`src/adv_spam_burst_detector_defines.svh`:
```
// Assertion macros used by the burst detector top module.
// Expects clk and rst_n in the scope of each use.
`ifndef ADV_SPAM_BURST_DETECTOR_DEFINES_SVH
`define ADV_SPAM_BURST_DETECTOR_DEFINES_SVH

// Same-cycle implication.
`define ASBD_ASSERT_IMP(lbl, ante, cons, msg) \
    lbl: assert property (@(posedge clk) disable iff (!rst_n) (ante) |-> (cons)) \
        else $error(msg);

// Next-cycle implication.
`define ASBD_ASSERT_NXT(lbl, ante, cons, msg) \
    lbl: assert property (@(posedge clk) disable iff (!rst_n) (ante) |=> (cons)) \
        else $error(msg);

`endif

```
`src/asbd_pkg.sv`:
```
// Types, sizes and register codes of the advertisement burst detector.
// No dependencies; used by every other file except the assertion macro header.
package asbd_pkg;

    localparam int SLOTS         = 16;
    localparam int COMPARE_BYTES = 16;

    localparam int BYTE_W  = 8;
    localparam int TICK_W  = 32;
    localparam int DIFF_W  = 5;
    localparam int OUT_W   = 5;
    localparam int DATA_W  = 32;
    localparam int ADDR_W  = 4;
    localparam int SLOT_W  = (SLOTS > 1) ? $clog2(SLOTS) : 1;
    localparam int POS_W   = $clog2(COMPARE_BYTES + 1);
    localparam int IDX_W   = (COMPARE_BYTES > 1) ? $clog2(COMPARE_BYTES) : 1;
    localparam int CNT_W   = $clog2(SLOTS + 1);
    localparam int CMP_W   = (CNT_W > DIFF_W) ? CNT_W : DIFF_W;
    localparam int OUT_MAX = 31;

    localparam logic [DIFF_W-1:0] DIFF_MAX        = DIFF_W'(31);
    localparam logic [TICK_W-1:0] WINDOW_RESET    = TICK_W'(1000);
    localparam logic [DIFF_W-1:0] MAX_DIFF_RESET  = DIFF_W'(3);
    localparam logic [DIFF_W-1:0] THRESHOLD_RESET = DIFF_W'(5);

    typedef enum logic [1:0] {
        REG_WINDOW    = 2'd0,
        REG_MAX_DIFF  = 2'd1,
        REG_THRESHOLD = 2'd2
    } reg_idx_t;

    typedef struct packed {
        logic [TICK_W-1:0] window;
        logic [DIFF_W-1:0] max_diff;
        logic [DIFF_W-1:0] threshold;
    } cfg_t;

    typedef struct packed {
        logic              valid;
        logic [BYTE_W-1:0] data;
        logic              last;
        logic              empty;
        logic [TICK_W-1:0] tick;
        logic [POS_W-1:0]  pos;
        logic [SLOT_W-1:0] wslot;
        logic [CNT_W-1:0]  count;
    } bus_t;

endpackage

```
`src/asbd_cfg.sv`:
```
// APB-style configuration registers of the burst detector.
// Depends on asbd_pkg.
module asbd_cfg (
    input  logic                      clk,
    input  logic                      rst_n,
    input  logic                      psel,
    input  logic                      penable,
    input  logic                      pwrite,
    input  logic [asbd_pkg::ADDR_W-1:0] paddr,
    input  logic [asbd_pkg::DATA_W-1:0] pwdata,
    output logic [asbd_pkg::DATA_W-1:0] prdata,
    output logic                      pready,
    output asbd_pkg::cfg_t            cfg
);
    import asbd_pkg::*;

    cfg_t     cfg_reg;
    cfg_t     cfg_next;
    reg_idx_t sel;
    logic     wr;

    assign sel    = reg_idx_t'(paddr[ADDR_W-1:2]);
    assign wr     = psel && penable && pwrite;
    assign pready = 1'b1;
    assign cfg    = cfg_reg;

    always_comb
    begin
        cfg_next = cfg_reg;
        if (wr)
        begin
            case (sel)
                REG_WINDOW:    cfg_next.window    = pwdata[TICK_W-1:0];
                REG_MAX_DIFF:  cfg_next.max_diff  = pwdata[DIFF_W-1:0];
                REG_THRESHOLD: cfg_next.threshold = pwdata[DIFF_W-1:0];
                default:       cfg_next = cfg_reg;
            endcase
        end
    end

    always_comb
    begin
        case (sel)
            REG_WINDOW:    prdata = DATA_W'(cfg_reg.window);
            REG_MAX_DIFF:  prdata = DATA_W'(cfg_reg.max_diff);
            REG_THRESHOLD: prdata = DATA_W'(cfg_reg.threshold);
            default:       prdata = '0;
        endcase
    end

    always_ff @(posedge clk or negedge rst_n)
    begin
        if (!rst_n)
        begin
            cfg_reg.window    <= WINDOW_RESET;
            cfg_reg.max_diff  <= MAX_DIFF_RESET;
            cfg_reg.threshold <= THRESHOLD_RESET;
        end
        else
        begin
            cfg_reg <= cfg_next;
        end
    end

endmodule

```
`config.mk`:
```
export PLATFORM = sky130hd
export DESIGN_NAME = asbd_cfg
export DESIGN_NICKNAME = d
export VERILOG_FILES = /design/src/adv_spam_burst_detector_defines.svh /design/src/asbd_pkg.sv /design/src/asbd_cfg.sv
export SDC_FILE = /design/constraint.sdc
export NUM_CORES = 1
export LEC_CHECK = 0
export BUFFER_PORTS_ARGS = -buffer_cell sky130_fd_sc_hd__buf_2
export CAP_MARGIN = 10
export CORE_UTILIZATION = 46
export CTS_CLUSTER_DIAMETER = 30
export DETAILED_ROUTE_END_ITERATION = 8
export PLACE_DENSITY = 0.84
export SETUP_SLACK_MARGIN = 0.05
export SKIP_CTS_REPAIR_TIMING = 1
export SLEW_MARGIN = 20
export SYNTH_ARGS = -nofsm -noshare
export SYNTH_HDL_FRONTEND = slang
export SYNTH_SLANG_ARGS = --single-unit
```
`constraint.sdc`:
```
create_clock -name clk -period 1.63 [get_ports clk]
set_input_delay 0 -clock clk [delete_from_list [all_inputs] [get_ports clk]]
set_output_delay 0 -clock clk [all_outputs]
set_load 0.02 [all_outputs]
```
Word level (Yosys, flattened, before mapping)
Cells that the tools add are included.
Widths: inputs -> output; s select.
Storage, ports and cells
  bits in registers: 42
  input bits: 41
  output and inout port bits: 75
  logic and storage cells: 12
Cells by class
  equality and inequality tests: 2
  multiplexer cells: 1
  reduce and logical (&&, ||, !) cells: 6
Operators by type and width (number)
  $pmux 32 s3: 1
  $reduce_and 2->1: 3
  $eq 2x1->1 const B: 1
  $eq 2x2->1 const B: 1
  $logic_and 1x1->1: 2
  $logic_not 2->1: 1

Longest topological paths before layout
Gate-level depths: netlist of the first run.
  word-level depth: 3
  gate-level depth with buffers: 4
  depth with buffers taken out: 3

Worst setup path before layout of the first run
OpenSTA, ideal clock, no wires.
  path type: register -> output
  from: reg cfg_reg, in the netlist cfg[0]
  to: out prdata[0] (netlist name)
  arrival time: 1.147 ns
  setup slack: 0.483 ns
  stages on the path, launching flop included: 3
  buffers on the path: 0
  cell sequence: dfstp_2 > mux2i_1 > o21ai_0
On the way
  longest elaborated chain between the ends: 1
RTL lines
  start, declared: line asbd_cfg.sv:17  | cfg_t cfg_reg;
  start signal, assigned: line asbd_cfg.sv:61  | cfg_reg <= cfg_next;
  $pmux 32 s3: line asbd_cfg.sv:43  | case (sel)
  end, declared: line asbd_cfg.sv:11  | output logic [asbd_pkg::DATA_W-1:0] prdata,
No other way between the ends.

Worst setup path in the final report of the first run
  from: reg cfg_reg, in the netlist cfg[2]
  to: out prdata[2] (netlist name)
The elaborated chain is that of the path after synthesis.

==> impl_metrics.py, run 1 <==
metrics = {
    "status": {
        "status": "finished clean",
    },
    "power_and_ir_drop": {
        "power_leakage_nw": 1.527,
        "vdd_drop_max_mv": 0.8109,
        "power_density_nw_per_um2": 1135,
        "power.total_w": 0.003366,
    },
    "cells_and_area": {
        "stdcell_area_um2": 2967,
        "drive_gt1_frac": 0.5862,
        "area_delta_synth_final_pct": 52.87,
        "fill_cells": 280,
        "n_antenna_cell": 0,
        "largest_reg_flops": 42,
        "nNetsFinal": 331,
    },
    "clock_tree": {
        "h-tree-depth": 2,
        "cts-root-buf": "clkbuf_8",
        "cts_buffers": 5,
        "cts_tree": "done",
        "clk_pin_slew_ns": 0.07,
        "clock_path_buffers": 2,
        "clock_latency_ns": 0.28,
        "clkSinkCount": 42,
    },
    "placed_design": {
        "placed_area_um2": 2550,
        "gp_congestion": 0.6858,
        "io_buffers": 112,
        "hpwlAfterDp_mm": 3.069,
    },
    "synth": {
        "ys_warn_count": 0,
        "yosys_register_bits": 42,
        "yosysSeqAreaShare": 0.5480,
        "syn-cell-area_um2": 1941,
        "netlist_instances": 141,
        "synth_nets": 182,
        "synth_area_per_cell_um2": 13.76,
        "yosys.cell_types.count": 17,
    },
    "grt": {
        "globalRouteTotalUtil": 0.1908,
        "antenna_found_initial": 0,
        "grt_pass1_vias": 1389,
        "grt_max_degree": 23,
        "grt_overflow_total": 0,
        "grt_pass1_wl_mm": 6.237,
    },
    "timing": {
        "tns_ns": 0,
        "maxSlewHeadroom": 0.6538,
        "final-max-slew-violation-count": 0,
        "tightest_slew_ns": 0.5193,
        "fmax_ghz": 0.8149,
        "hold_slack_ns": 0.2226,
        "clock_skew_ns": 0,
        "min_period_ns": 1.227,
        "setup_viol": 0,
        "rsz0062_at_grt": "false",
        "hold_viol": 0,
        "period_share": 0.7528,
    },
    "setup_path": {
        "cp_max_fo": 3,
        "cp_data_required_time_ns": 1.63,
        "crit_type": "flip-flop to primary output",
        "crit_chain": "mux2i_1 > o21ai_0 > buf_2",
        "cp-end-kind": "primary output",
        "max_stage_delay_ns": 0.54,
        "crit_arrival_ns": 1.23,
        "slowest_stage": "dfstp_2",
        "cp-start-kind": "flip-flop",
        "rrSetupSlack_ns": 0.82,
    },
    "routing": {
        "wl_mm": 4.598,
        "wire_per_inst_um": 13.52,
        "viasPerCell": 4.791,
        "drt_first_pass_iters": 3,
        "initialDrtViolationCount": 68,
        "drtAntennaViolNets": 0,
        "vias": 1629,
        "drc": 0,
    },
    "floorplan": {
        "die_w_um": 66.95,
        "num_io_pins": 116,
        "core_region_area_um2": 4029,
        "core.rowCount": 23,
        "start_util": 0.4817,
        "die_h_um": 66.95,
        "fp.dieArea_um2": 4482,
    },
    "run": {
        "maxCapViolCount": 0,
    },
    "hold_path": {
        "hp-class": "primary input to asynchronous set/reset pin",
    },
}
worst max-delay path, delay by kind of cell, from the launching register on:
family | cells | cell delay, ns
multiplexers | 1 | 0.07
buffers and inverters | 1 | 0.19
AO/OA/AOI/OAI | 1 | 0.15
flip-flops | 1 | 0.54
cells by family (layout without fill, tap and decap cells):
group           Yosys count  count (layout)  share of synthesized area
other cells               1               1                   0.001932
flops                    42              42                     0.5480
compound gates            5               5                    0.01289
mux                      47              47                     0.2695
buf+inv                   8             157                    0.03288
simple gates             38              38                     0.1348
stage by stage:
| stage | utilization | cells | worst slack (ns) |
|---|---|---|---|
| 5_1_grt | 0.7363 | 340 | 0.3069 |
| 2_1_floorplan | - | 141 | 0.4830 |
| 3_5_place_dp | 0.6329 | 300 | 0.4462 |
| 4_1_cts | 0.6543 | 307 | 0.3978 |
| 6_report | 0.7363 | 340 | 0.4029 |
| 3_3_place_gp | 0.6329 | 300 | 0.4666 |
cell usage in the layout (no fill, tap or decap):
master and n:
nand3_2 1, clkbuf_8 6, buf_12 1, nor2b_1 1, conb_1 1, nor3b_4 2, nor2_1 1, nand2_1 5
dlygate4sd3_1 33, o21ai_0 5, mux2_1 9, dfrtp_1 32, buf_4 4, buf_2 112, mux2_2 33, clkbuf_1 1
mux2i_1 5, dfstp_2 10, nor3_4 1, and2_1 27
report_power, final:
part           switching [W]  internal, W
Combinational       0.000688     0.000522
Clock               0.000318     0.000336
Sequential          0.000172      0.00133
layout make-up:
class	count	area, µm²	area share
flip-flops and latches	42	1064	0.3585
repair buffers	150	940.9	0.3172
multi-input cells	91	813.3	0.2741
clock buffers	7	86.33	0.02910
well taps	50	62.56	0.02109
worst paths after layout:
path | startpoint | end | cells after the start
worst max-delay path | cfg[2]$_DFFE_PN1P_ | prdata[2] | 3
worst min-delay path | rst_n | cfg[3]$_DFFE_PN0P_ | 2
worst max register to register | cfg[41]$_DFFE_PN0P_ | cfg[41]$_DFFE_PN0P_ | 1
worst min register to register | cfg[31]$_DFFE_PN0P_ | cfg[31]$_DFFE_PN0P_ | 1
max in group asynchronous | rst_n | cfg[0]$_DFFE_PN1P_ | 3
min in group clk | paddr[2] | cfg[2]$_DFFE_PN1P_ | 3
synth_stat cells:
cell      count  share of area
and2_1       27          0.087
buf_4         3          0.012
buf_6         3          0.017
clkbuf_1      2         0.0039
conb_1        1         0.0019
dfrtp_1      32           0.41
dfstp_2      10           0.14
mux2_1        9          0.052
mux2_2       33           0.19
mux2i_1       5          0.026
nand2_1       5         0.0097
nand3_2       1         0.0052
nor2_1        1         0.0019
nor2b_1       1         0.0032
nor3_4        1         0.0084
nor3b_4       2          0.019
o21ai_0       5          0.013
layer usage:
layer / wire (µm) / vias to the layer above / GRT usage
met5: 0 / - / 0
met4: 27 / 0 / 0.06383
met3: 327 / 2 / 0.06336
met2: 2324 / 81 / 0.3194
met1: 1918 / 769 / 0.2281
li1: - / 777 / -
Note: power is estimated with default switching activity, not from simulation.
==> inputs of run 2 (changes only) <==
Settings changed: CORE_UTILIZATION 46 to 39, PLACE_DENSITY 0.84 to 0.76.
Clock period 1.63 ns to 1 ns, I/O delays scaled along.
==> run 2 against run 1 <==
Via count is 6.4% higher. Worst setup slack worse by 0.59 ns. Non-clock buffer count is 20 higher. Utilization is 1.5 points higher. The run now ends with negative setup slack left. Critical path depth stayed put. Clock skew stayed put. Largest cell class is now buffers. Die area is 17% higher. Sequential share of layout area is 6.1 points lower. Cell area is 20% higher.
==> impl_metrics.py, run 2 (same netlist as run 1, synthesis figures left out) <==
metrics = {
    "status": {
        "status": "finished, violations left",
        "violations": "negative setup slack",
    },
    "routing": {
        "dr_wl_met2_mm": 3.330,
        "top_layer_used": "met4",
        "vias": 1733,
        "wl_mm": 5.926,
        "wire_per_inst_um": 15.68,
        "wl_met1_mm": 2.177,
        "viasPerCell": 4.585,
        "route.met3.wl_um": 309,
        "drc": 0,
        "drtAntennaViolNets": 0,
        "initialDrtViolationCount": 70,
        "drt_first_pass_iters": 4,
    },
    "setup_path": {
        "crit_arrival_ns": 1.19,
        "crit_type": "flip-flop to primary output",
        "cp_max_fo": 2,
        "cp_data_required_time_ns": 1.00,
        "cp-start-kind": "flip-flop",
        "cp-end-kind": "primary output",
    },
    "timing": {
        "tns_ns": -1.260,
        "period_share": 1.191,
        "min_period_ns": 1.191,
        "fin_ws_ns": -0.1910,
        "hold_viol": 0,
        "clock_skew_ns": 0,
        "final-max-slew-violation-count": 0,
        "setup_viol": 11,
        "fmax_ghz": 0.8397,
        "rsz0062_at_grt": "true",
    },
    "power_and_ir_drop": {
        "power.total_w": 0.006272,
        "p_comb_frac": 0.437,
        "p_sw_w": 0.002137,
        "clock_power_share": 0.162,
        "internal_power_w": 0.004135,
        "power_leakage_nw": 1.772,
        "power_density_nw_per_um2": 1756,
        "seqPwrFrac": 0.401,
        "vdd_drop_max_mv": 1.076,
        "swShare": 0.3407,
    },
    "cells_and_area": {
        "mostFrequentLayoutCells": "68 x buf_2, 37 x buf_6, 33 x dlygate4sd3_1",
        "final_common_cell": "buf_2",
        "largest_reg_flops": 42,
        "utilization": 0.7511,
        "fill_cells": 336,
        "stdcell_area_um2": 3571,
        "area_delta_synth_final_pct": 84.01,
        "nNetsFinal": 351,
        "drive_gt1_frac": 0.7203,
        "n_antenna_cell": 0,
    },
    "grt": {
        "grt_max_degree": 43,
        "globalRouteTotalUtil": 0.1802,
        "grt_pass1_vias": 1427,
        "grt_pass1_wl_mm": 6.962,
        "grt_overflow_total": 0,
        "antenna_found_initial": 0,
    },
    "floorplan": {
        "num_io_pins": 116,
        "die_w_um": 72.54,
        "fp.dieArea_um2": 5262,
        "die_h_um": 72.54,
        "core.rowCount": 25,
        "core_region_area_um2": 4755,
        "start_util": 0.4082,
    },
    "clock_tree": {
        "clkSinkCount": 42,
        "cts-root-buf": "clkbuf_8",
        "h-tree-depth": 2,
        "clk_pin_slew_ns": 0.07,
        "clock_latency_ns": 0.28,
        "cts_tree": "done",
        "clock_path_buffers": 2,
        "cts_buffers": 5,
    },
    "placed_design": {
        "gp_congestion": 0.8503,
        "dp_worst_setup_slack_ns": -0.2172,
        "hpwlAfterDp_mm": 3.391,
        "io_buffers": 112,
        "placed_area_um2": 2733,
    },
    "run": {
        "maxCapViolCount": 0,
    },
    "hold_path": {
        "hp-class": "primary input to asynchronous set/reset pin",
    },
}
## run 2: cell types whose count changed in the layout (fill, tap and decap cells not counted), sizes merged
cell,delta
clkbuf,+1
buf,+20
## run 2: final cells by class
class | count | area (µm²) | area share
flip-flops and latches | 42 | 1064 | 0.2978
repair buffers | 170 | 1378 | 0.3858
well taps | 67 | 83.83 | 0.02348
multi-input cells | 91 | 965.9 | 0.2705
clock buffers | 8 | 80.08 | 0.02242
## run 2: critical path: stages (launching register included)
cell and delay (ns):
dfstp_2 0.54, mux2i_1 0.08, o21ai_1 0.13, buf_4 0.15
## run 2: stage by stage
step           hold WS, ns  cells
2_1_floorplan      -0.2956    141
3_3_place_gp      -0.01209    323
3_5_place_dp      -0.01040    323
4_1_cts            -0.3233    331
5_1_grt             0.2128    378
6_report            0.2030    378
## run 2: final timing paths
kind / startpoint / to / slack, ns / cells past startpoint
hold reg to reg: cfg[29]$_DFFE_PN0P_ / cfg[29]$_DFFE_PN0P_ / 0.51 / 1
hold / removal: rst_n / cfg[1]$_DFFE_PN0P_ / 0.20 / 3
max in group asynchronous: rst_n / cfg[2]$_DFFE_PN1P_ / 0.53 / 3
min in group clk: paddr[3] / cfg[6]$_DFFE_PN1P_ / 0.22 / 3
setup reg to reg: cfg[14]$_DFFE_PN0P_ / cfg[14]$_DFFE_PN0P_ / 0.08 / 2
setup / recovery: cfg[0]$_DFFE_PN1P_ / prdata[0] / -0.19 / 3
## run 2: power by group through the flow
stage               Combinational (W)  Sequential, W  Clock [W]
finish                        0.00274        0.00251    0.00102
detailed placement            0.00205        0.00250          0
global route                  0.00289        0.00257    0.00114
global placement              0.00200        0.00248          0
floorplan                    0.000805        0.00295          0
CTS                           0.00205        0.00248    0.00106
## run 2: metal layers
metal,vias up,GRT usage
met3,11,0.05278
met2,69,0.2991
met5,-,0
met1,838,0.2177
met4,0,0.07843
li1,815,-
==> inputs of run 3 (changes only) <==
Settings changed: CAP_MARGIN 10 to 30, RECOVER_POWER set to 50.
==> run 3 against run 2 <==
The run still ends with negative setup slack left. Combinational power decreased by 2%. Register-to-register slack about the same. Via count is 0.17% higher. Clock power is essentially flat. Critical path depth is the same. Non-clock buffer count did not move. Largest power group unchanged. Highest routed layer unchanged.
==> impl_metrics.py, run 3 (same netlist as run 1, synthesis figures left out) <==
metrics = {
    "floorplan": {
        "core.rowCount": 25,
        "fp.dieArea_um2": 5262,
        "start_util": 0.4082,
        "die_h_um": 72.54,
        "num_io_pins": 116,
        "die_w_um": 72.54,
        "core_region_area_um2": 4755,
    },
    "hold_path": {
        "hp-class": "primary input to flip-flop",
        "worstHoldStart": "paddr[3]",
        "holdPathEnd": "cfg[6]$_DFFE_PN1P_",
        "hold_depth": 3,
    },
    "routing": {
        "drt_first_pass_iters": 4,
        "drc": 0,
        "initialDrtViolationCount": 53,
        "vias": 1736,
        "wl_mm": 5.986,
        "viasPerCell": 4.593,
        "wire_per_inst_um": 15.84,
        "drtAntennaViolNets": 0,
    },
    "setup_path": {
        "critPathTopFamily": "flip-flops",
        "r2r-start": "cfg[37]$_DFFE_PN0P_",
        "r2r_end": "cfg[37]$_DFFE_PN0P_",
        "rrSetupSlack_ns": 0.08,
        "crit_arrival_ns": 1.19,
        "cp-start-kind": "flip-flop",
        "path_buf_inv": 1,
        "cp_max_fo": 2,
        "reg2reg_depth": 2,
        "cp_data_required_time_ns": 1.00,
        "max_stage_delay_ns": 0.54,
        "crit_chain": "mux2i_1 > o21ai_1 > buf_4",
        "slowest_stage": "dfstp_2",
        "crit_type": "flip-flop to primary output",
        "cp-end-kind": "primary output",
    },
    "cells_and_area": {
        "n_antenna_cell": 0,
        "stdcell_area_um2": 3505,
        "utilization": 0.7371,
        "drive_gt1_frac": 0.6849,
        "nNetsFinal": 351,
        "final_common_cell": "buf_2",
        "largest_reg_flops": 42,
        "area_delta_synth_final_pct": 80.59,
        "mostFrequentLayoutCells": "61 x buf_2, 37 x buf_6, 33 x dlygate4sd3_1",
    },
    "placed_design": {
        "gp_congestion": 0.8503,
        "placed_area_um2": 2733,
        "dp_worst_setup_slack_ns": -0.2172,
        "io_buffers": 112,
        "hpwlAfterDp_mm": 3.391,
    },
    "timing": {
        "maxSlewHeadroom": 0.6321,
        "min_period_ns": 1.186,
        "period_share": 1.186,
        "rsz0062_at_grt": "true",
        "hold_viol": 0,
        "tightest_slew_ns": 0.5518,
        "tns_ns": -1.338,
        "setup_viol": 17,
        "fin_ws_ns": -0.1863,
        "clock_skew_ns": 0,
        "final-max-slew-violation-count": 0,
        "fmax_ghz": 0.8429,
    },
    "grt": {
        "grt_pass1_vias": 1427,
        "grt_overflow_total": 0,
        "antenna_found_initial": 0,
        "globalRouteTotalUtil": 0.1802,
        "grt_pass1_wl_mm": 6.962,
        "grt_max_degree": 43,
    },
    "power_and_ir_drop": {
        "power_density_nw_per_um2": 1770,
        "vdd_drop_max_mv": 1.067,
        "power_leakage_nw": 1.722,
    },
    "clock_tree": {
        "clock_latency_ns": 0.28,
        "cts-root-buf": "clkbuf_8",
        "cts_buffers": 5,
        "clk_pin_slew_ns": 0.07,
        "h-tree-depth": 2,
        "clock_path_buffers": 2,
        "clkSinkCount": 42,
        "cts_tree": "done",
    },
    "run": {
        "maxCapViolCount": 0,
    },
    "status": {
        "status": "finished, violations left",
        "violations": "negative setup slack",
    },
}
==> run 3: cell types whose count changed in the layout (fill, tap and decap cells not counted), sizes merged <==
| cell | change |
|---|---|
| clkbuf | +11 |
| buf | -11 |
==> run 3: worst reg2reg max path, delay by kind of cell (launching register included) <==
family	cells	cell delay, ns
buf+inv	1	0.14
flops	1	0.41
mux	1	0.26
==> run 3: area by class of cell <==
| cell class | count | area (µm²) |
|---|---|---|
| timing repair buffer | 170 | 1341 |
| sequential | 42 | 1064 |
| multi-input combinational | 91 | 935.9 |
| clock buffer | 8 | 80.08 |
| tap | 67 | 83.83 |
| fill | 357 | 1250 |
==> run 3: per-stage QoR <==
step / hold slack (ns) / power, W / std cells
after detailed placement: -0.01040 / 0.004545 / 323
final: 0.2126 / 0.006202 / 378
after floorplan: -0.2956 / 0.003753 / 141
after global placement: -0.01209 / 0.004485 / 323
after CTS: -0.3233 / 0.005587 / 331
after global routing: 0.2104 / 0.006542 / 378
==> run 3: worst max path at each step <==
stage                                to  slack (ns)                start  cells past startpoint
floorplan           cfg[10]$_DFFE_PN0P_       -0.04             paddr[3]                      4
detailed placement  cfg[28]$_DFFE_PN0P_       -0.22                 psel                      5
global route                  prdata[3]       -0.26  cfg[13]$_DFFE_PN1P_                      3
global placement    cfg[26]$_DFFE_PN0P_       -0.18               pwrite                      5
CTS                           prdata[0]       -0.22   cfg[0]$_DFFE_PN1P_                      3
finish                        prdata[0]       -0.19   cfg[0]$_DFFE_PN1P_                      3
==> run 3: layer usage <==
layer / routed length, µm / global-route usage
met4: 85 / 0.07843
met3: 298 / 0.05278
met2: 3403 / 0.2991
met5: 0 / 0
met1: 2199 / 0.2177
==> run 3: report_power, final <==
part / switching, W / internal [W] / total (W)
Sequential: 0.000344 / 0.00217 / 0.00251
Clock: 0.000514 / 0.000496 / 0.00101
Combinational: 0.00126 / 0.00142 / 0.00268
Total: 0.00212 / 0.00408 / 0.00620
