[src/adv_spam_burst_detector_defines.svh]
// Assertion macros used by the burst detector top module.
// Expects clk and rst_n in the scope of each use.
`ifndef ADV_SPAM_BURST_DETECTOR_DEFINES_SVH
`define ADV_SPAM_BURST_DETECTOR_DEFINES_SVH

// Same-cycle implication.
`define ASBD_ASSERT_IMP(lbl, ante, cons, msg) \
    lbl: assert property (@(posedge clk) disable iff (!rst_n) (ante) |-> (cons)) \
        else $error(msg);

// Next-cycle implication.
`define ASBD_ASSERT_NXT(lbl, ante, cons, msg) \
    lbl: assert property (@(posedge clk) disable iff (!rst_n) (ante) |=> (cons)) \
        else $error(msg);

`endif

[src/asbd_pkg.sv]
// Types, sizes and register codes of the advertisement burst detector.
// No dependencies; used by every other file except the assertion macro header.
package asbd_pkg;

    localparam int SLOTS         = 16;
    localparam int COMPARE_BYTES = 16;

    localparam int BYTE_W  = 8;
    localparam int TICK_W  = 32;
    localparam int DIFF_W  = 5;
    localparam int OUT_W   = 5;
    localparam int DATA_W  = 32;
    localparam int ADDR_W  = 4;
    localparam int SLOT_W  = (SLOTS > 1) ? $clog2(SLOTS) : 1;
    localparam int POS_W   = $clog2(COMPARE_BYTES + 1);
    localparam int IDX_W   = (COMPARE_BYTES > 1) ? $clog2(COMPARE_BYTES) : 1;
    localparam int CNT_W   = $clog2(SLOTS + 1);
    localparam int CMP_W   = (CNT_W > DIFF_W) ? CNT_W : DIFF_W;
    localparam int OUT_MAX = 31;

    localparam logic [DIFF_W-1:0] DIFF_MAX        = DIFF_W'(31);
    localparam logic [TICK_W-1:0] WINDOW_RESET    = TICK_W'(1000);
    localparam logic [DIFF_W-1:0] MAX_DIFF_RESET  = DIFF_W'(3);
    localparam logic [DIFF_W-1:0] THRESHOLD_RESET = DIFF_W'(5);

    typedef enum logic [1:0] {
        REG_WINDOW    = 2'd0,
        REG_MAX_DIFF  = 2'd1,
        REG_THRESHOLD = 2'd2
    } reg_idx_t;

    typedef struct packed {
        logic [TICK_W-1:0] window;
        logic [DIFF_W-1:0] max_diff;
        logic [DIFF_W-1:0] threshold;
    } cfg_t;

    typedef struct packed {
        logic              valid;
        logic [BYTE_W-1:0] data;
        logic              last;
        logic              empty;
        logic [TICK_W-1:0] tick;
        logic [POS_W-1:0]  pos;
        logic [SLOT_W-1:0] wslot;
        logic [CNT_W-1:0]  count;
    } bus_t;

endpackage

[src/asbd_cell.sv]
// One slot of the detector chain: stored prefix, time and difference count.
// Depends on asbd_pkg.
module asbd_cell (
    input  logic           clk,
    input  logic           rst_n,
    input  logic           advance,
    input  asbd_pkg::cfg_t cfg,
    input  asbd_pkg::bus_t bus_in,
    output asbd_pkg::bus_t bus_out
);
    import asbd_pkg::*;

    logic [BYTE_W-1:0] prefix_reg [COMPARE_BYTES];
    logic [TICK_W-1:0] time_reg;
    logic [DIFF_W-1:0] diff_reg;
    logic [DIFF_W-1:0] diff_next;
    bus_t              bus_reg;
    bus_t              bus_next;

    logic              byte_ok;
    logic              own;
    logic              fin;
    logic              hit;
    logic [IDX_W-1:0]  idx;
    logic [DIFF_W-1:0] diff_step;
    logic [TICK_W-1:0] age;

    assign idx     = bus_in.pos[IDX_W-1:0];
    assign byte_ok = bus_in.valid && !bus_in.empty
                     && (bus_in.pos < POS_W'(COMPARE_BYTES));
    assign own     = (bus_in.wslot == '0);
    assign fin     = bus_in.valid && (bus_in.last || bus_in.empty);
    assign age     = bus_in.tick - time_reg;

    always_comb
    begin
        diff_step = diff_reg;
        if (byte_ok && (prefix_reg[idx] != bus_in.data) && (diff_reg != DIFF_MAX))
        begin
            diff_step = diff_reg + DIFF_W'(1);
        end
        hit       = (age < cfg.window) && (diff_step <= cfg.max_diff);
        diff_next = fin ? '0 : diff_step;

        bus_next       = bus_in;
        bus_next.wslot = bus_in.wslot - SLOT_W'(1);
        bus_next.count = bus_in.count + CNT_W'(fin && hit);
    end

    assign bus_out = bus_reg;

    always_ff @(posedge clk or negedge rst_n)
    begin
        if (!rst_n)
        begin
            bus_reg  <= '0;
            diff_reg <= '0;
            time_reg <= '0;
            for (int i = 0; i < COMPARE_BYTES; i++)
            begin
                prefix_reg[i] <= '0;
            end
        end
        else if (advance)
        begin
            bus_reg  <= bus_next;
            diff_reg <= diff_next;
            if (byte_ok && own)
            begin
                prefix_reg[idx] <= bus_in.data;
            end
            if (fin && own)
            begin
                time_reg <= bus_in.tick;
            end
        end
    end

endmodule

[config.mk]
export PLATFORM = sky130hd
export DESIGN_NAME = asbd_cell
export DESIGN_NICKNAME = d
export VERILOG_FILES = /design/src/adv_spam_burst_detector_defines.svh /design/src/asbd_pkg.sv /design/src/asbd_cell.sv
export SDC_FILE = /design/constraint.sdc
export NUM_CORES = 1
export LEC_CHECK = 0
export ABC_AREA = 1
export BUFFER_PORTS_ARGS = -buffer_cell sky130_fd_sc_hd__buf_2
export CORE_MARGIN = 2
export CORE_UTILIZATION = 45
export CTS_BUF_LIST = sky130_fd_sc_hd__clkbuf_4 sky130_fd_sc_hd__clkbuf_8 sky130_fd_sc_hd__clkbuf_16
export CTS_CLUSTER_DIAMETER = 50
export DETAILED_ROUTE_END_ITERATION = 8
export PLACE_DENSITY_LB_ADDON = 0.12
export SETUP_SLACK_MARGIN = 0.2
export SYNTH_ARGS = -nofsm -noshare
export SYNTH_HDL_FRONTEND = slang
export SYNTH_SLANG_ARGS = --single-unit
export TNS_END_PERCENT = 50
[constraint.sdc]
create_clock -name clk -period 6.4 [get_ports clk]
set_clock_uncertainty 0.1 [all_clocks]
set_input_delay 0.96 -clock clk [delete_from_list [all_inputs] [get_ports clk]]
set_output_delay 0.96 -clock clk [all_outputs]
set_load 0.02 [all_outputs]
Word-level counts from Yosys, hierarchy flattened
Cells that the tools add are included.
{"block": "op_classes", "mul": 0, "reduce_logical": 15, "shift": 0, "div_mod_pow": 0, "magnitude_cmp": 5, "bitwise_logic": 1, "n_eq_ne": 2, "add_sub_neg": 4, "mux": 8}
{"op": "bitwise mux 128 bit", "n": 1}
{"op": "binary-select mux 8 bit (select 4 bit)", "n": 1}
{"op": "demux 8 bit (select 4 bit)", "n": 1}
{"op": "less-than comparator 32 bit", "n": 1}
{"op": "subtractor 32 bit", "n": 1}
{"op": "two-way mux 8 bit", "n": 3}
{"op": "logical AND 1 bit", "n": 10}
{"op": "two-way mux 5 bit", "n": 2}
{"op": "inequality test 8 bit", "n": 1}
{"op": "adder 5 x 1 -> 5 bit", "n": 1}
{"op": "adder 5 x 1 -> 5 bit, second input constant", "n": 1}
{"op": ">= comparator 5 bit, second input constant", "n": 1}
{"op": "less-or-equal comparator 5 bit", "n": 1}
{"op": "less-than comparator 5 x 1 -> 1 bit, second input constant", "n": 1}
{"op": "less-than comparator 5 bit, second input constant", "n": 1}
{"op": "inequality test 5 bit, second input constant", "n": 1}
{"op": "NOT 4 -> 5 bit", "n": 1}
{"op": "logical NOT 4 bit", "n": 1}
{"op": "AND reduction 2 bit", "n": 2}
{"op": "subtractor 4 x 1 -> 4 bit, second input constant", "n": 1}
{"op": "logical NOT 1 bit", "n": 1}
{"op": "logical OR 1 bit", "n": 1}
{"block": "word_totals", "mem_bits_ro": 0, "reg_bits": 222, "ramBits": 0, "output_inout_bits": 57, "memories": 0, "latchBits": 0}

Longest topological paths before layout
Gate-level depths: netlist of run 1.
{"block": "depth", "depth_word": 12, "ltp_mapped": 31, "ltp_nobuf": 29}

Worst setup path before layout of run 1
No wires, ideal clock.
{"block": "synth_timing", "path_kind": "input to register", "start": "input port bus_in[16] in the netlist's numbering", "end": "register bus_reg, in the netlist bus_out[4]", "path_stages": 21, "setup_time_ps": 135, "arrival_ps": 4114, "path_buffers": 0, "path_slack_ps": 2050, "path_cell_list": "ha_1 -> a21oi_1 -> nand2_1 -> a21oi_1 -> o21bai_1 -> a21boi_0 -> o21ai_0 -> xor2_1 -> ha_1 -> nand2_1 -> o21a_1 -> o21a_1 -> o21ai_0 -> nand2_1 -> o2111ai_1 -> nor2_1 -> ha_1 -> ha_1 -> nand3_1 -> xor2_1 -> o21ai_0"}
{"block": "synth_between", "elab_chain_len": 5}
{"element": "start, declared", "line_no": "asbd_cell.sv:8", "rtl": "input asbd_pkg::bus_t bus_in,"}
{"element": "subtractor 32 bit", "line_no": "asbd_cell.sv:33", "rtl": "assign age = bus_in.tick - time_reg;"}
{"element": "less-than comparator 32 bit", "line_no": "asbd_cell.sv:42", "rtl": "hit = (age < cfg.window) && (diff_step <= cfg.max_diff);"}
{"element": "logical AND 1 bit", "line_no": "asbd_cell.sv:42"}
{"element": "logical AND 1 bit", "line_no": "asbd_cell.sv:47", "rtl": "bus_next.count = bus_in.count + CNT_W'(fin && hit);"}
{"element": "adder 5 x 1 -> 5 bit", "line_no": "asbd_cell.sv:47"}
{"element": "end signal, assigned", "line_no": "asbd_cell.sv:66", "rtl": "bus_reg <= bus_next;"}
{"element": "end, declared", "line_no": "asbd_cell.sv:17", "rtl": "bus_t bus_reg;"}
No other way between the ends.
A chain may end at the register's enable or synchronous reset.

Worst setup path in the final report of run 1
{"block": "layout_timing", "start": "input port bus_in[9] in the netlist's numbering", "end": "register bus_reg, in the netlist bus_out[4]"}
{"block": "layout_between", "elab_chain_len": 12, "word_cells_on_any_way": 14}
{"element": "NOT 4 -> 5 bit (implied by the code)", "line_no": "asbd_cell.sv:38", "rtl": "if (byte_ok && (prefix_reg[idx] != bus_in.data) && (diff_reg != DIFF_MAX))"}
{"element": "binary-select mux 8 bit (select 4 bit)", "line_no": "asbd_cell.sv:38"}
{"element": "two-way mux 8 bit (implied by the code) (2 in series)", "line_no": "asbd_cell.sv:38"}
{"element": "inequality test 8 bit", "line_no": "asbd_cell.sv:38"}
{"element": "logical AND 1 bit * (2 in series)", "line_no": "asbd_cell.sv:38"}
{"element": "two-way mux 5 bit *", "line_no": "asbd_cell.sv:38"}
{"element": "less-or-equal comparator 5 bit *", "line_no": "asbd_cell.sv:42"}
{"element": "logical AND 1 bit *", "line_no": "asbd_cell.sv:42"}
{"element": "logical AND 1 bit *", "line_no": "asbd_cell.sv:47"}
{"element": "adder 5 x 1 -> 5 bit *", "line_no": "asbd_cell.sv:47"}
Mark *: on every way between the ends. The rest lies on a longest branch, timed or not. The select of a mux whose other input is x is not followed.

==> results of run 1 <==
## kinds of logic (layout without fill, tap and decap cells)
logic type	after synthesis	after routing	synth area share
and+or+nand+nor	818	818	0.261
AOI/OAI and AO/OA	298	298	0.126
DFF	222	222	0.444
buffers and inverters	207	358	0.0677
adders and majority gates	74	74	0.0747
xor gates and xnor gates	35	35	0.0245
muxes	1	1	0.000901
## per-stage QoR
stage	cell area (um2)	power (mW)	instances	setup slack, ps
after floorplan	12500	2.15	1655	2050
after global placement	13500	2.41	2125	818
after detailed placement	13500	2.43	2125	809
after CTS	14600	4.28	2184	1320
after global routing	14600	4.47	2184	781
final	14600	4.24	2184	1260
## worst max-delay path, delay by kind of cell
family / cells / cell delay [ps]
adders and majority gates: 3 / 710
and+or+nand+nor: 18 / 1930
AOI/OAI and AO/OA: 5 / 860
buffers and inverters: 3 / 800
xor gates and xnor gates: 1 / 130
## path summary, 6_finish.rpt
kind	start	endpoint	slack (ps)	cells past startpoint
worst max-delay path	bus_in[9]	bus_out[4]	1260	30
worst min-delay path	rst_n	prefix_reg[107]	340	1
worst max register to register	diff_reg[0]	bus_out[4]	1540	19
worst min register to register	bus_out[1]	bus_out[1]	360	2
max in group asynchronous	rst_n	bus_out[32]	4690	2
min in group clk	bus_out[1]	bus_out[1]	360	2
## power groups by stage
stage	Combinational (mW)	Sequential, mW	Clock, mW
final	0.892	1.52	1.83
after global routing	1.02	1.52	1.92
after CTS	0.899	1.52	1.87
after detailed placement	0.892	1.54	0
after global placement	0.874	1.54	0
after floorplan	0.569	1.58	0
## metal layers
layer / share of wire / wire, um
met3: 0.046 / 1520
met5: 0.00039 / 13
met4: 0.023 / 755
met1: 0.48 / 15800
met2: 0.45 / 15100
## synthesized netlist by cell type, drive strengths merged (4+ instances only)
library cell and number:
o21a 6, a21oi 84, nor2 84, nand3 61, inv 138, dfrtp 222
a31oi 4, xnor2 10, ha 73, xor2 25, o21ai 180, o21bai 7
buf 20, nor3 12, clkbuf 49, nand2 642, nand4 10
## final cells by class
class                   instances  share of cell area
multi-input cells            1226               0.417
flip-flops and latches        222               0.380
clock buffers                  43              0.0653
repair buffers                161              0.0580
inverters                     138              0.0358
well taps                     378              0.0323
clock inverters                16              0.0116
## cells in the final DEF (no fill, tap or decap), types with 3 or more instances in the layout
master	synthesis	final
sky130_fd_sc_hd__a21o_1	3	3
sky130_fd_sc_hd__a21oi_1	84	84
sky130_fd_sc_hd__a221oi_1	3	3
sky130_fd_sc_hd__a31oi_1	4	4
sky130_fd_sc_hd__buf_2	12	152
sky130_fd_sc_hd__buf_4	3	7
sky130_fd_sc_hd__clkbuf_16	0	35
sky130_fd_sc_hd__clkbuf_4	0	5
sky130_fd_sc_hd__clkbuf_8	0	3
sky130_fd_sc_hd__clkinv_2	0	3
sky130_fd_sc_hd__clkinvlp_4	0	4
sky130_fd_sc_hd__dfrtp_1	222	222
sky130_fd_sc_hd__ha_1	73	73
sky130_fd_sc_hd__inv_1	136	135
sky130_fd_sc_hd__inv_6	0	4
sky130_fd_sc_hd__nand2_1	635	634
sky130_fd_sc_hd__nand2_2	6	7
sky130_fd_sc_hd__nand3_1	61	61
sky130_fd_sc_hd__nand4_1	10	10
sky130_fd_sc_hd__nor2_1	83	83
sky130_fd_sc_hd__nor3_1	8	8
sky130_fd_sc_hd__nor3_2	4	4
sky130_fd_sc_hd__nor4_1	3	3
sky130_fd_sc_hd__o21a_1	6	6
sky130_fd_sc_hd__o21ai_0	165	165
sky130_fd_sc_hd__o21ai_1	15	15
sky130_fd_sc_hd__o21bai_1	7	7
sky130_fd_sc_hd__o31ai_1	3	3
sky130_fd_sc_hd__xnor2_1	10	10
sky130_fd_sc_hd__xor2_1	25	25
==> flow_results.xml, run 1 <==
<?xml version="1.0" encoding="UTF-8"?>
<metrics>
  <group name="run_status">
    <metric name="outcome" unit="">finished, final reports clean</metric>
  </group>
  <group name="global_routing">
    <metric name="grt.busiest_layer" unit="">met2</metric>
    <metric name="grtUsageTotal" unit="">0.232</metric>
    <metric name="number_of_global_route_vias_before_repair" unit="">10500</metric>
    <metric name="grt_util_met2" unit="">0.377</metric>
    <metric name="grt_antenna_before_repair" unit="">1</metric>
    <metric name="grt_max_degree" unit="">128</metric>
    <metric name="grt_overflow" unit="">0</metric>
    <metric name="grt_first_pass_wirelength" unit="mm">53.9</metric>
    <metric name="grtUsageMet1" unit="">0.322</metric>
    <metric name="met3_usage" unit="">0.0347</metric>
  </group>
  <group name="sta">
    <metric name="fin_hold_ws" unit="ps">342</metric>
    <metric name="finalMaxSlewViolations" unit="">0</metric>
    <metric name="hold_violations" unit="">0</metric>
    <metric name="headroom_to_the_max_slew_limit" unit="">0.171</metric>
    <metric name="transition_at_the_pin_with_the_smallest_max_transition_slack" unit="ps">1230</metric>
    <metric name="final_min_period_over_clock_period" unit="">0.803</metric>
    <metric name="unrepaired_setup_endpoints_after_global_routing" unit="">no</metric>
    <metric name="min_period" unit="ps">5140</metric>
    <metric name="timing.fmax" unit="MHz">195</metric>
    <metric name="setup_viol" unit="">0</metric>
    <metric name="setup_tns_final" unit="ps">0</metric>
  </group>
  <group name="layout">
    <metric name="n_antenna_cell" unit="">0</metric>
    <metric name="nFillCells" unit="">2743</metric>
    <metric name="finalCoreUtilization" unit="">0.531</metric>
    <metric name="sequential_cell_area" unit="um2">5560</metric>
    <metric name="multi_input_gate_area" unit="um2">6100</metric>
    <metric name="final_layout_size_suffix_gt1_frac" unit="">0.132</metric>
    <metric name="number_of_flip_flops_under_the_largest_register_name" unit="">128</metric>
    <metric name="final_net_count" unit="">1959</metric>
    <metric name="synthToLayoutAreaGrowth" unit="%">17.0</metric>
  </group>
  <group name="yosys">
    <metric name="netlist_area" unit="um2">12500</metric>
    <metric name="ys_ff_latch" unit="">222</metric>
    <metric name="syn_nets" unit="">1831</metric>
    <metric name="synth_cell_type_count" unit="">41</metric>
    <metric name="warnings_synthesis" unit="">0</metric>
    <metric name="synthDominantAreaCellType" unit="">sky130_fd_sc_hd__dfrtp_1</metric>
    <metric name="synth-edff-count" unit="">0</metric>
    <metric name="ys_async_rst_share" unit="">1.00</metric>
    <metric name="synth_ff_type" unit="">sky130_fd_sc_hd__dfrtp_1</metric>
    <metric name="post_synth_main_area_contributors" unit="">sky130_fd_sc_hd__dfrtp_1 (44%), sky130_fd_sc_hd__nand2_1 (19%), sky130_fd_sc_hd__ha_1 (7.3%), sky130_fd_sc_hd__o21ai_0 (6.6%), sky130_fd_sc_hd__inv_1 (4.1%)</metric>
    <metric name="avgSynthCellArea" unit="um2">7.55</metric>
    <metric name="synth_top_area_frac" unit="">0.444</metric>
    <metric name="postSynthCellCount" unit="">1655</metric>
    <metric name="ys_seq_area_frac" unit="">0.444</metric>
  </group>
  <group name="setup_path">
    <metric name="worst_setup_path_end_kind" unit="">flop</metric>
    <metric name="path_class" unit="">in2reg</metric>
    <metric name="timing.critical_path.slowest_stage_cell" unit="">sky130_fd_sc_hd__o22ai_1</metric>
    <metric name="start_kind" unit="">input pin</metric>
    <metric name="cp_common_cell" unit="">sky130_fd_sc_hd__nand2_1</metric>
    <metric name="worst-endpoint-required" unit="ps">6650</metric>
    <metric name="data_arrival_critical_path" unit="ps">5390</metric>
    <metric name="cp_max_fo" unit="">54</metric>
    <metric name="critPathMaxStageDelay" unit="ps">400</metric>
  </group>
  <group name="power">
    <metric name="cellInternalPower" unit="mW">2.95</metric>
    <metric name="p_comb_frac" unit="">0.210</metric>
    <metric name="p_leak" unit="nW">7.75</metric>
    <metric name="powerDensity" unit="nW/um2">290</metric>
    <metric name="clockPowerShare" unit="">0.432</metric>
    <metric name="total_switching_power" unit="mW">1.29</metric>
    <metric name="switching_share" unit="">0.305</metric>
    <metric name="max-vdd-ir-drop" unit="uV">226</metric>
    <metric name="share_of_power_burned_in_registers" unit="">0.358</metric>
  </group>
  <group name="cts">
    <metric name="tritoncts.num_buffers" unit="">34</metric>
    <metric name="cts_tree" unit="">yes</metric>
    <metric name="cts_sink_count" unit="">222</metric>
    <metric name="cts.repair_timing.setup_buffer_count" unit="">0</metric>
    <metric name="post_cts.resized_instances" unit="">0</metric>
    <metric name="clock_edge_transition_at_the_registers_on_the_reported_setup_and_hold_paths" unit="ps">50</metric>
    <metric name="clock_tree.htree_level_count" unit="">2</metric>
    <metric name="clk_root_buffer_cell" unit="">sky130_fd_sc_hd__clkbuf_16</metric>
    <metric name="cts_buffer_depth" unit="">3</metric>
    <metric name="clk_lat_worst_skew" unit="ps">510</metric>
    <metric name="cts_hold_repair.buffers" unit="">0</metric>
  </group>
  <group name="floorplanning">
    <metric name="die_area" unit="um2">29100</metric>
    <metric name="area_of_the_placeable_core" unit="um2">27600</metric>
    <metric name="die_x" unit="um">171</metric>
    <metric name="die_height" unit="um">171</metric>
    <metric name="ios" unit="">159</metric>
    <metric name="initial_utilization" unit="">0.454</metric>
    <metric name="rows" unit="">61</metric>
  </group>
  <group name="route">
    <metric name="drt_drc_violations_left" unit="">0</metric>
    <metric name="post_drt_via_cell_ratio" unit="">5.02</metric>
    <metric name="detailedRoute.firstPassIterationCount" unit="">5</metric>
    <metric name="drt.antenna.violating_nets" unit="">0</metric>
    <metric name="detailedRoute.firstIterationViolations" unit="">695</metric>
    <metric name="via_count" unit="">11000</metric>
    <metric name="routed_length_per_placed_instance" unit="um">15.2</metric>
    <metric name="routed_wl" unit="mm">33.2</metric>
  </group>
  <group name="min_path">
    <metric name="timing.hold.worst.class" unit="">in2async</metric>
  </group>
  <group name="place">
    <metric name="dp.final_hpwl" unit="mm">22.5</metric>
    <metric name="port_buffers" unit="">153</metric>
    <metric name="finalWeightedCongestion" unit="">0.899</metric>
  </group>
  <group name="job">
    <metric name="max-cap-violations" unit="">0</metric>
  </group>
</metrics>
Note: power is estimated with default switching activity, not from simulation.
==> run 2, diff against run 1 <==
==> constraint.sdc (replaced) <==
create_clock -name clk -period 4.5 [get_ports clk]
set_clock_uncertainty 0.1 [all_clocks]
set_input_delay 0.675 -clock clk [delete_from_list [all_inputs] [get_ports clk]]
set_output_delay 0.675 -clock clk [all_outputs]
set_load 0.02 [all_outputs]
==> run 2 against run 1 <==
  * Global-route usage up 0.74 points
  * Non-clock buffer count grew 88
  * Sequential power up 42%
  * Worst setup slack worse by 770 ps
  * Largest power group unchanged
  * Routed wire length grew 3.4%
  * Critical endpoint unchanged
  * Worst hold slack lost 230 ps
  * Critical path depth shrank 6
  * Sequential cell count did not move
  * Design area grew 6.2%
  * Cell count up 4.1%
==> flow_results.xml, run 2 (synthesis results as in run 1) <==
<?xml version="1.0" encoding="UTF-8"?>
<metrics>
  <group name="setup_path">
    <metric name="worst_setup_path_end_kind" unit="">flop</metric>
    <metric name="start_kind" unit="">flop</metric>
    <metric name="data_arrival_critical_path" unit="ps">4260</metric>
    <metric name="path_class" unit="">reg2reg</metric>
    <metric name="worst-endpoint-required" unit="ps">4750</metric>
    <metric name="cp_max_fo" unit="">3</metric>
  </group>
  <group name="floorplanning">
    <metric name="rows" unit="">61</metric>
    <metric name="area_of_the_placeable_core" unit="um2">27600</metric>
    <metric name="initial_utilization" unit="">0.454</metric>
    <metric name="die_x" unit="um">171</metric>
    <metric name="ios" unit="">159</metric>
    <metric name="die_height" unit="um">171</metric>
    <metric name="die_area" unit="um2">29100</metric>
  </group>
  <group name="layout">
    <metric name="final_net_count" unit="">2048</metric>
    <metric name="synthToLayoutAreaGrowth" unit="%">24.2</metric>
    <metric name="layout.cells.most_common" unit="">sky130_fd_sc_hd__nand2_1</metric>
    <metric name="finalCoreUtilization" unit="">0.563</metric>
    <metric name="layout.cells.most_common_list" unit="">sky130_fd_sc_hd__nand2_1 (627), sky130_fd_sc_hd__dfrtp_1 (222), sky130_fd_sc_hd__o21ai_0 (160), sky130_fd_sc_hd__buf_2 (150), sky130_fd_sc_hd__inv_1 (135)</metric>
    <metric name="number_of_flip_flops_under_the_largest_register_name" unit="">128</metric>
    <metric name="final_layout_size_suffix_gt1_frac" unit="">0.187</metric>
    <metric name="nFillCells" unit="">2642</metric>
    <metric name="n_antenna_cell" unit="">0</metric>
  </group>
  <group name="power">
    <metric name="p_leak" unit="nW">8.22</metric>
    <metric name="max-vdd-ir-drop" unit="uV">239</metric>
    <metric name="total_power" unit="mW">6.24</metric>
    <metric name="powerDensity" unit="nW/um2">402</metric>
  </group>
  <group name="sta">
    <metric name="timing.fmax" unit="MHz">249</metric>
    <metric name="finalMaxSlewViolations" unit="">0</metric>
    <metric name="worst_setup_slack_final" unit="ps">488</metric>
    <metric name="hold_violations" unit="">0</metric>
    <metric name="setup_viol" unit="">0</metric>
    <metric name="min_period" unit="ps">4010</metric>
    <metric name="setup_tns_final" unit="ps">0</metric>
    <metric name="final_min_period_over_clock_period" unit="">0.892</metric>
    <metric name="unrepaired_setup_endpoints_after_global_routing" unit="">no</metric>
    <metric name="fin_hold_ws" unit="ps">107</metric>
    <metric name="transition_at_the_pin_with_the_smallest_max_transition_slack" unit="ps">953</metric>
    <metric name="headroom_to_the_max_slew_limit" unit="">0.364</metric>
  </group>
  <group name="global_routing">
    <metric name="grt_overflow" unit="">0</metric>
    <metric name="grt_antenna_before_repair" unit="">0</metric>
    <metric name="grt_first_pass_wirelength" unit="mm">55.9</metric>
    <metric name="grtUsageTotal" unit="">0.240</metric>
    <metric name="grt_max_degree" unit="">115</metric>
    <metric name="number_of_global_route_vias_before_repair" unit="">10900</metric>
  </group>
  <group name="cts">
    <metric name="clk_root_buffer_cell" unit="">sky130_fd_sc_hd__clkbuf_16</metric>
    <metric name="cts_tree" unit="">yes</metric>
    <metric name="clock_edge_transition_at_the_registers_on_the_reported_setup_and_hold_paths" unit="ps">50</metric>
    <metric name="clock_tree.htree_level_count" unit="">2</metric>
    <metric name="cts_sink_count" unit="">222</metric>
    <metric name="tritoncts.num_buffers" unit="">35</metric>
    <metric name="clk_lat_worst_skew" unit="ps">500</metric>
    <metric name="cts_hold_repair.buffers" unit="">0</metric>
    <metric name="cts_buffer_depth" unit="">3</metric>
  </group>
  <group name="route">
    <metric name="via_count" unit="">11300</metric>
    <metric name="detailedRoute.firstIterationViolations" unit="">698</metric>
    <metric name="routed_length_per_placed_instance" unit="um">15.1</metric>
    <metric name="drt.antenna.violating_nets" unit="">0</metric>
    <metric name="detailedRoute.firstPassIterationCount" unit="">5</metric>
    <metric name="routed_wl" unit="mm">34.4</metric>
    <metric name="drt_drc_violations_left" unit="">0</metric>
    <metric name="post_drt_via_cell_ratio" unit="">4.98</metric>
  </group>
  <group name="place">
    <metric name="port_buffers" unit="">153</metric>
    <metric name="place_ws" unit="ps">-177</metric>
    <metric name="dp.final_hpwl" unit="mm">24.0</metric>
    <metric name="finalWeightedCongestion" unit="">0.932</metric>
  </group>
  <group name="job">
    <metric name="max-cap-violations" unit="">0</metric>
  </group>
  <group name="min_path">
    <metric name="timing.hold.worst.class" unit="">in2async</metric>
  </group>
  <group name="run_status">
    <metric name="outcome" unit="">finished, final reports clean</metric>
  </group>
</metrics>
run 2: cell types whose count changed in the layout (fill, tap and decap cells not counted), moves of 5 or more:
cell / previous run / this run
sky130_fd_sc_hd__a21oi_1: 84 / 79
sky130_fd_sc_hd__a21oi_2: 0 / 5
sky130_fd_sc_hd__buf_12: 1 / 6
sky130_fd_sc_hd__buf_4: 7 / 86
sky130_fd_sc_hd__buf_6: 0 / 5
sky130_fd_sc_hd__nand2_1: 634 / 627
sky130_fd_sc_hd__nand2_2: 7 / 14
sky130_fd_sc_hd__o21ai_0: 165 / 160
sky130_fd_sc_hd__o21ai_1: 15 / 20
run 2: routing by layer:
layer	part of all wire	vias to the layer above	global-route usage
met4	0.023	0	0.0673
met1	0.47	5248	0.336
li1	-	5754	-
met2	0.46	253	0.387
met5	0	-	0
met3	0.045	56	0.0356
run 2: metrics by stage:
stage	instances	cell area, um2
4_1_cts	2270	15300
3_5_place_dp	2210	14200
3_3_place_gp	2210	14200
2_1_floorplan	1655	12500
5_1_grt	2273	15500
6_report	2273	15500
run 2: final cells by class:
| type | instances | area [um2] | share of cell area |
|---|---|---|---|
| multi-input cells | 1226 | 6230 | 0.401 |
| flip-flops and latches | 222 | 5560 | 0.358 |
| repair buffers | 249 | 1600 | 0.103 |
| clock buffers | 45 | 1000 | 0.0647 |
| inverters | 138 | 531 | 0.0342 |
| well taps | 378 | 473 | 0.0305 |
| clock inverters | 15 | 133 | 0.00854 |
run 2: worst paths after layout:
path,cells past startpoint,to,startpoint,slack [ps]
worst max-delay path,24,bus_out[4],time_reg[2],490
worst min-delay path,1,prefix_reg[122],rst_n,110
worst max register to register,24,bus_out[4],time_reg[2],490
worst min register to register,2,bus_out[20],bus_out[20],360
max in group asynchronous,2,prefix_reg[6],rst_n,3160
min in group clk,3,bus_out[47],bus_in[47],310
run 2: timing repair:
item	4_1_cts	5_1_grt
setup buffers	0	3
endpoints found under the setup margin	0	4
resized for setup	0	51
run 2: critical path, cell delays in order, from the launching register on:
cell	delay (ps)
sky130_fd_sc_hd__dfrtp_1	350
sky130_fd_sc_hd__inv_1	70
sky130_fd_sc_hd__ha_1	260
sky130_fd_sc_hd__a21oi_1	150
sky130_fd_sc_hd__nand2_1	120
sky130_fd_sc_hd__a21oi_2	200
sky130_fd_sc_hd__o21bai_2	100
sky130_fd_sc_hd__a21boi_0	180
sky130_fd_sc_hd__buf_4	160
sky130_fd_sc_hd__o21ai_0	110
sky130_fd_sc_hd__xor2_1	190
sky130_fd_sc_hd__ha_1	310
sky130_fd_sc_hd__nand2_1	50
sky130_fd_sc_hd__inv_1	60
sky130_fd_sc_hd__nand2_1	90
sky130_fd_sc_hd__nor4b_2	220
sky130_fd_sc_hd__buf_4	150
sky130_fd_sc_hd__nand2_1	50
sky130_fd_sc_hd__a21oi_2	180
sky130_fd_sc_hd__nor2_4	70
sky130_fd_sc_hd__ha_2	210
sky130_fd_sc_hd__ha_4	160
sky130_fd_sc_hd__nand3_2	70
sky130_fd_sc_hd__xor2_1	150
sky130_fd_sc_hd__o21ai_1	80
run 2: report_power, final:
| part | internal, mW | total (mW) | switching (mW) |
|---|---|---|---|
| clock network | 1.64 | 2.61 | 0.969 |
| logic | 0.600 | 1.48 | 0.881 |
| registers | 2.11 | 2.16 | 0.0474 |
